## config.mk

```make
export PLATFORM = sky130hd
export DESIGN_NAME = stream_byte_reassembler_top
export DESIGN_NICKNAME = d
export VERILOG_FILES = /design/src/hdl/sbr_pkg.sv /design/src/hdl/sbr_ctrl.sv /design/src/hdl/sbr_dp.sv /design/src/hdl/stream_byte_reassembler_top.sv
export SDC_FILE = /design/constraint.sdc
export NUM_CORES = 1
export LEC_CHECK = 0
export BUFFER_PORTS_ARGS = -buffer_cell sky130_fd_sc_hd__buf_4
export CAP_MARGIN = 20
export CORE_MARGIN = 2
export CORE_UTILIZATION = 63
export CTS_CLUSTER_DIAMETER = 200
export DETAILED_ROUTE_END_ITERATION = 12
export GPL_TIMING_DRIVEN = 0
export PLACE_DENSITY = 0.81
export SYNTH_ARGS = -nofsm -noshare
export SYNTH_HDL_FRONTEND = slang
export SYNTH_HIERARCHICAL = 1
export SYNTH_SLANG_ARGS = --single-unit
```

## constraint.sdc

```tcl
create_clock -name i_clk -period 8.18 [get_ports i_clk]
set_input_delay 0.818 -clock i_clk [delete_from_list [all_inputs] [get_ports i_clk]]
set_output_delay 0.818 -clock i_clk [all_outputs]
set_load 0.01 [all_outputs]
```

## src/hdl/sbr_pkg.sv

```systemverilog
`timescale 1ns / 1ps

package sbr_pkg;

    // Reorder window depth in bytes.
    localparam int CAPACITY = 32;
    localparam int SLOT_W   = $clog2(CAPACITY);
    localparam int CNT_W    = $clog2(CAPACITY + 1);
    localparam int SUM_W    = $clog2(2 * CAPACITY);

    localparam int POS_W    = 32;
    localparam int BYTE_W   = 8;

    typedef enum logic [1:0] {
        OP_PUSH    = 2'd0,
        OP_END     = 2'd1,
        OP_CONSUME = 2'd2,
        OP_NONE    = 2'd3
    } t_opcode;

    typedef enum logic [1:0] {
        KIND_BYTE   = 2'd0,
        KIND_END    = 2'd1,
        KIND_STATUS = 2'd2
    } t_kind;

    // Commands from the controller to the datapath.
    typedef struct packed {
        logic load;         // take the input transaction and apply its operation
        logic pop;          // deliver the byte at the head slot
        logic emit_end;     // emit the end-of-stream result
        logic emit_status;  // emit the closing status result
    } t_cmd;

    // Status from the datapath to the controller.
    typedef struct packed {
        logic head_mark;    // head slot holds a byte
        logic end_hit;      // end declared, not yet reported, and reached
        logic out_free;     // output register can take a result this cycle
    } t_sts;

endpackage

```

## src/hdl/sbr_ctrl.sv

```systemverilog
`timescale 1ns / 1ps

module sbr_ctrl (
    input  logic          i_clk,
    input  logic          i_rst_n,
    input  logic          i_in_valid,
    output logic          o_in_stall,
    input  sbr_pkg::t_sts i_sts,
    output sbr_pkg::t_cmd o_cmd
);
    import sbr_pkg::*;

    typedef enum logic [2:0] {
        ST_IDLE   = 3'b001,
        ST_DRAIN  = 3'b010,
        ST_STATUS = 3'b100
    } t_state;

    t_state r_state;
    t_state n_state;

    always_comb begin
        n_state = r_state;
        o_cmd   = '0;
        case (r_state)
            ST_IDLE: begin
                if (i_in_valid) begin
                    o_cmd.load = 1'b1;
                    n_state    = ST_DRAIN;
                end
            end
            ST_DRAIN: begin
                if (i_sts.out_free) begin
                    if (i_sts.head_mark) begin
                        o_cmd.pop = 1'b1;
                    end else if (i_sts.end_hit) begin
                        o_cmd.emit_end = 1'b1;
                        n_state        = ST_STATUS;
                    end else begin
                        o_cmd.emit_status = 1'b1;
                        n_state           = ST_IDLE;
                    end
                end
            end
            ST_STATUS: begin
                if (i_sts.out_free) begin
                    o_cmd.emit_status = 1'b1;
                    n_state           = ST_IDLE;
                end
            end
            default: begin
                n_state = ST_IDLE;
            end
        endcase
    end

    assign o_in_stall = (r_state != ST_IDLE);

    always_ff @(posedge i_clk) begin
        if (!i_rst_n) begin
            r_state <= ST_IDLE;
        end else begin
            r_state <= n_state;
        end
    end

endmodule

```

## src/hdl/sbr_dp.sv

```systemverilog
`timescale 1ns / 1ps

module sbr_dp (
    input  logic                        i_clk,
    input  logic                        i_rst_n,
    input  sbr_pkg::t_cmd               i_cmd,
    output sbr_pkg::t_sts               o_sts,
    input  logic [1:0]                  i_opcode,
    input  logic [sbr_pkg::BYTE_W-1:0]  i_data_byte,
    input  logic [sbr_pkg::POS_W-1:0]   i_position,
    input  logic                        i_out_stall,
    output logic                        o_out_valid,
    output logic [1:0]                  o_kind,
    output logic [sbr_pkg::BYTE_W-1:0]  o_out_byte,
    output logic [sbr_pkg::POS_W-1:0]   o_out_position,
    output logic [5:0]                  o_pending_count,
    output logic                        o_is_empty,
    output logic                        o_last
);
    import sbr_pkg::*;

    logic [BYTE_W-1:0] r_bytes [CAPACITY];
    logic [CAPACITY-1:0] r_marks;
    logic [SLOT_W-1:0] r_head;
    logic [POS_W-1:0]  r_next;
    logic [POS_W-1:0]  r_consumed;
    logic [POS_W-1:0]  r_end_index;
    logic              r_end_known;
    logic              r_end_sent;
    logic [CNT_W-1:0]  r_pending;

    logic              r_out_valid;
    t_kind             r_kind;
    logic [BYTE_W-1:0] r_out_byte;
    logic [POS_W-1:0]  r_out_pos;
    logic [CNT_W-1:0]  r_out_pending;
    logic              r_out_last;

    logic [POS_W-1:0]  offset;
    logic [POS_W-1:0]  used;
    logic [CNT_W-1:0]  room;
    logic              in_window;
    logic [SUM_W-1:0]  slot_sum;
    logic [SLOT_W-1:0] slot;
    logic              do_store;
    logic [CNT_W-1:0]  pending_dec;
    logic [SLOT_W-1:0] head_inc;

    // Window test on wrapped distances; the slot index wraps once at most.
    always_comb begin
        offset    = i_position - r_next;
        used      = r_next - r_consumed;
        room      = (used < POS_W'(CAPACITY)) ? CNT_W'(POS_W'(CAPACITY) - used) : '0;
        in_window = (offset < POS_W'(room));
        slot_sum  = SUM_W'(r_head) + SUM_W'(offset[CNT_W-1:0]);
        slot      = (slot_sum >= SUM_W'(CAPACITY)) ? SLOT_W'(slot_sum - SUM_W'(CAPACITY))
                                                   : SLOT_W'(slot_sum);
        do_store  = i_cmd.load && (t_opcode'(i_opcode) == OP_PUSH) && in_window
                    && !r_marks[slot];
        pending_dec = (r_pending != '0) ? r_pending - CNT_W'(1) : '0;
        head_inc  = (r_head == SLOT_W'(CAPACITY - 1)) ? '0 : r_head + SLOT_W'(1);
    end

    assign o_sts.head_mark = r_marks[r_head];
    assign o_sts.end_hit   = r_end_known && !r_end_sent && (r_end_index == r_next);
    assign o_sts.out_free  = !r_out_valid || !i_out_stall;

    always_ff @(posedge i_clk) begin
        if (do_store) begin
            r_bytes[slot] <= i_data_byte;
        end
    end

    always_ff @(posedge i_clk) begin
        if (!i_rst_n) begin
            r_marks     <= '0;
            r_head      <= '0;
            r_next      <= '0;
            r_consumed  <= '0;
            r_end_index <= '0;
            r_end_known <= 1'b0;
            r_end_sent  <= 1'b0;
            r_pending   <= '0;
        end else begin
            if (do_store) begin
                r_marks[slot] <= 1'b1;
                r_pending     <= r_pending + CNT_W'(1);
            end
            if (i_cmd.load && (t_opcode'(i_opcode) == OP_END)) begin
                r_end_index <= i_position;
                r_end_known <= 1'b1;
            end
            if (i_cmd.load && (t_opcode'(i_opcode) == OP_CONSUME) && (r_consumed != r_next)) begin
                r_consumed <= r_consumed + POS_W'(1);
            end
            if (i_cmd.pop) begin
                r_marks[r_head] <= 1'b0;
                r_head          <= head_inc;
                r_next          <= r_next + POS_W'(1);
                r_pending       <= pending_dec;
            end
            if (i_cmd.emit_end) begin
                r_end_sent <= 1'b1;
            end
        end
    end

    // Output register: one result waits here while the next is prepared.
    always_ff @(posedge i_clk) begin
        if (!i_rst_n) begin
            r_out_valid <= 1'b0;
        end else if (i_cmd.pop || i_cmd.emit_end || i_cmd.emit_status) begin
            r_out_valid <= 1'b1;
        end else if (!i_out_stall) begin
            r_out_valid <= 1'b0;
        end
    end

    always_ff @(posedge i_clk) begin
        if (i_cmd.pop) begin
            r_kind        <= KIND_BYTE;
            r_out_byte    <= r_bytes[r_head];
            r_out_pos     <= r_next;
            r_out_pending <= pending_dec;
            r_out_last    <= 1'b0;
        end else if (i_cmd.emit_end || i_cmd.emit_status) begin
            r_kind        <= i_cmd.emit_end ? KIND_END : KIND_STATUS;
            r_out_byte    <= '0;
            r_out_pos     <= '0;
            r_out_pending <= r_pending;
            r_out_last    <= i_cmd.emit_status;
        end
    end

    assign o_out_valid     = r_out_valid;
    assign o_kind          = r_kind;
    assign o_out_byte      = r_out_byte;
    assign o_out_position  = r_out_pos;
    assign o_pending_count = 6'(r_out_pending);
    assign o_is_empty      = (r_out_pending == '0);
    assign o_last          = r_out_last;

endmodule

```

## src/hdl/stream_byte_reassembler_top.sv

```systemverilog
`timescale 1ns / 1ps

// Byte-stream reassembler. Each input transaction carries one operation: push a
// byte at an absolute 32-bit stream position, declare the end position, or
// report that the reader took one delivered byte. Pushed bytes are kept in a
// 32-slot ring while they wait for earlier bytes, and every contiguous run that
// becomes complete is delivered in order, one result transaction per byte with
// its position. End of stream is reported once, when delivery reaches the
// declared end, and every input transaction closes with a status result (last
// set) that carries the count of stored but undelivered bytes. Each input is
// handled in order: the operation is applied, each deliverable byte is emitted,
// the end of stream is reported if due, and the status closes it; the single
// output register sets this pace, so an output stall holds it back. The input
// stall is high from the accepting edge until the status result has been loaded
// into the output register.

module stream_byte_reassembler_top (
    input  logic                        i_clk,
    input  logic                        i_rst_n,
    input  logic                        i_in_valid,
    output logic                        o_in_stall,
    input  logic [1:0]                  i_opcode,
    input  logic [sbr_pkg::BYTE_W-1:0]  i_data_byte,
    input  logic [sbr_pkg::POS_W-1:0]   i_position,
    output logic                        o_out_valid,
    input  logic                        i_out_stall,
    output logic [1:0]                  o_kind,
    output logic [sbr_pkg::BYTE_W-1:0]  o_out_byte,
    output logic [sbr_pkg::POS_W-1:0]   o_out_position,
    output logic [5:0]                  o_pending_count,
    output logic                        o_is_empty,
    output logic                        o_last
);
    import sbr_pkg::*;

    t_cmd cmd;
    t_sts sts;

    // The controller sequences apply, drain, end report and status.
    sbr_ctrl u_ctrl (
        .i_clk      (i_clk),
        .i_rst_n    (i_rst_n),
        .i_in_valid (i_in_valid),
        .o_in_stall (o_in_stall),
        .i_sts      (sts),
        .o_cmd      (cmd)
    );

    // The datapath holds the ring, the stream counters and the output register.
    sbr_dp u_dp (
        .i_clk           (i_clk),
        .i_rst_n         (i_rst_n),
        .i_cmd           (cmd),
        .o_sts           (sts),
        .i_opcode        (i_opcode),
        .i_data_byte     (i_data_byte),
        .i_position      (i_position),
        .i_out_stall     (i_out_stall),
        .o_out_valid     (o_out_valid),
        .o_kind          (o_kind),
        .o_out_byte      (o_out_byte),
        .o_out_position  (o_out_position),
        .o_pending_count (o_pending_count),
        .o_is_empty      (o_is_empty),
        .o_last          (o_last)
    );

endmodule
```

==> impl_metrics.toml <==
[worst_setup_path]
worstPathMaxFanout = 10
critPathMaxStageDelay_ns = 0.68
required_ns = 8.45
cp_slowest_cell = "or4b_2"
criticalPathCategory = "register to register"
cp-end-kind = "register"
cpMostUsedCell = "nand4_1"
worstSetupStartpointType = "register"
arrival_ns = 8.28

[yosys]
yosys_register_bits = 455
synthMostInstantiatedCell = "edfxtp_1"
yosysTopAreaCellShare_pct = 37.6
synth_area_sq_um = 24100
synth-edff-count = 302
synth-async-reset-ratio_pct = 0
synth_top_flop_cell = "edfxtp_1"
yosys_warnings = 6
synth.avg_cell_area_sq_um = 11.1
yosys-top-cells-area = "edfxtp_1 (38%), dfxtp_1 (13%), mux4_2 (9.0%), ha_1 (4.3%), xnor2_1 (3.7%)"
ys_seq_area_share_pct = 50.3
syn_nets = 2308
ys_types = 87
syn_inst = 2177
yosys.area.top_type = "edfxtp_1"
netlist_top_cells_count = "edfxtp_1 (302), nand2_1 (204), inv_1 (160)"

[sta]
drv_slew = 0
setup_violations = 0
slew_headroom_pct = 28.4
fin_skew_ns = 0.0304
finalHoldViolCount = 0
fmax_mhz = 125
worst-slew-pin-transition_ns = 1.07
fin_crit_sh_pct = 97.9
tns_ns = 0
rsz0062_at_grt = "no"
fin_crit_ns = 8.01

[grt]
grt_max_degree = 40
grt-ovfl-total = 0
antenna_found_initial = 2
grt_usage_pct = 37.8
grt_pass1_wl_mm = 110
grt_pass1_vias = 18300

[power]
pwr-share-comb_pct = 6.0
vdd_drop_max_mv = 0.182
swShare_pct = 22.6
power_density_nw_per_um2 = 182
clockPowerShare_pct = 44.5
pwr-share-seq_pct = 49.5
netSwitchingPower_uw = 1130
p_int_uw = 3860
fin_total_pwr_uw = 4980
leakagePower_uw = 0.00948

[outcome]
outcome = "complete, no violations"

[clock_tree]
clk_latency_ns = 0.61
root_buffer = "clkbuf_16"
tritoncts = "done"
cts_sinks = 455
cts-buffers-inserted = 46
cts_max_level = 2
clockBufferDepth = 3
clkSlewWorstSetupHoldPaths_ns = 0.06

[die]
pin_count = 98
die_w_um = 200
die_y_um = 200
placementRows = 71
dieArea_sq_um = 39900
start_util_pct = 64.0
coreArea_sq_um = 37700

[run]
cap_violations = 0

[final_layout]
nets = 2471
n_antenna_cell = 0
area_growth_pct = 13.7
final_area_sq_um = 27400
drive_above_1_share_pct = 15.6
fill_cells = 2585

[placement]
io_buffers = 97
postPlaceCellArea_sq_um = 25600
globalplace.congestion = 0.984
place.detailed.hpwl_mm = 53.8

[routing]
ant_nets = 0
firstDrtPassIters = 6
wl_per_cell_um = 26.3
drc_errors = 0
initialDrtViolationCount = 2920
vias = 19400
drt_wl_total_mm = 75.9
viasPerCell = 6.72

[worst_hold_path]
hold_class = "register to register"
registers in the layout (all words and copies together), names as in the netlist, named ones only:
name	cells
u_dp/r_end_known	1
u_dp/o_out_byte	8
u_dp/r_head	5
u_dp/o_pending_count	6
u_dp/o_kind	2
u_dp/r_end_index	32
u_dp/o_last	1
u_dp/r_bytes	256
u_dp/r_next	32
u_dp/r_marks	32
u_ctrl/r_state	3
u_dp/r_consumed	32
u_dp/o_out_position	32
u_dp/r_end_sent	1
u_dp/o_out_valid	1
u_dp/r_pending	6
layout by cell type, fill, tap and decap left out, types with 12 or more instances in the layout:
master      netlist  layout
a21oi_1         118     116
edfxtp_1        302     302
o21a_1           21      21
a21boi_0         39      39
mux2i_1          24      24
o211ai_1         12      12
xnor2_1         102     102
clkbuf_16         0      46
or3_1            26      26
or4_1            37      35
nand4_1          38      38
dfxtp_1         153     151
nand2_1         204     203
ha_1             82      82
inv_1           160     135
mux4_2           96      96
clkinvlp_4        0      26
and2_1           69      69
clkbuf_1         64      72
a21o_1           19      19
nor2_1          122     122
buf_1            19      19
a211oi_1         14      13
buf_2            13      17
xor2_1           28      28
o21ai_0          83      82
nand2b_1         26      26
and3_1           23      23
nor3_1           42      35
nor4_1           23      21
nand3_1          52      52
o22ai_1          16      16
nor2b_1          15      15
buf_4             1     106
cells by family (layout without fill, tap and decap cells):
group	Yosys count	count (layout)	share of synthesized area, %
buffers and inverters	259	458	4.11
AOI/OAI and AO/OA	393	393	10.4
DFF	455	455	50.3
muxes	124	124	10.1
xor gates and xnor gates	130	130	4.72
and+or+nand+nor	731	731	15.8
adders and majority gates	85	85	4.50
cell type report:
type | count | area, sq um | share of cell area (%)
inverters | 162 | 694 | 2.53
repair buffers | 115 | 908 | 3.31
well taps | 511 | 639 | 2.33
plain buffers | 97 | 384 | 1.40
clock inverters | 30 | 397 | 1.45
clock buffers | 54 | 1180 | 4.31
multi-input cells | 1463 | 11100 | 40.4
flip-flops and latches | 455 | 12100 | 44.2
power by group through the flow:
stage / Clock (uW) / Sequential, uW / Combinational, uW
floorplan: 0 / 2520 / 158
global placement: 0 / 2510 / 275
detailed placement: 0 / 2510 / 282
CTS: 2230 / 2460 / 287
global route: 2300 / 2470 / 318
finish: 2220 / 2460 / 299
metal layers:
metal	wire length, um	vias up	track usage [%]
met1	28600	9358	51.5
met2	34600	1390	59.3
met4	3220	4	13.8
met3	9470	281	9.35
li1	-	8357	-
met5	25	-	0
path summary, 6_finish.rpt:
kind / start / to / slack [ns] / cells past startpoint
max reg2reg: u_dp/r_next[27] / u_dp/r_bytes[5][4] / 0.17 / 27
max: u_dp/r_next[27] / u_dp/r_bytes[5][4] / 0.17 / 27
min reg2reg: u_dp/r_marks[3] / u_dp/r_marks[3] / 0.47 / 2
min: u_dp/r_marks[3] / u_dp/r_marks[3] / 0.47 / 2
worst max-delay path: cells and delay by family, from the launching register on:
family	cells	cell delay, ns
flip-flops	1	0.55
AND/OR/NAND/NOR	14	4.09
adder cells (fa/ha/maj)	2	0.62
buffers and inverters	6	1.17
AO/OA/AOI/OAI	5	1.23
metrics by stage:
stage | utilization, % | std cells | hold WS [ns] | setup WS [ns]
global placement | 67.7 | 2785 | 0.441 | -1.11
detailed placement | 67.9 | 2794 | 0.451 | -0.746
floorplan | - | 2177 | 0.430 | 1.35
global route | 72.8 | 2887 | 0.493 | 0.0324
finish | 72.8 | 2887 | 0.466 | 0.173
CTS | 72.4 | 2880 | 0.460 | 0.00711
what timing repair did:
| item | in CTS | in global routing |
|---|---|---|
| setup endpoints to repair | 282 | 273 |
| buffers inserted | 2 | 3 |
| gates resized for setup | 24 | 20 |
| pin swaps | 1 | 2 |
| hold buffers | 0 | 0 |
Power figures use the tool's default switching activity.
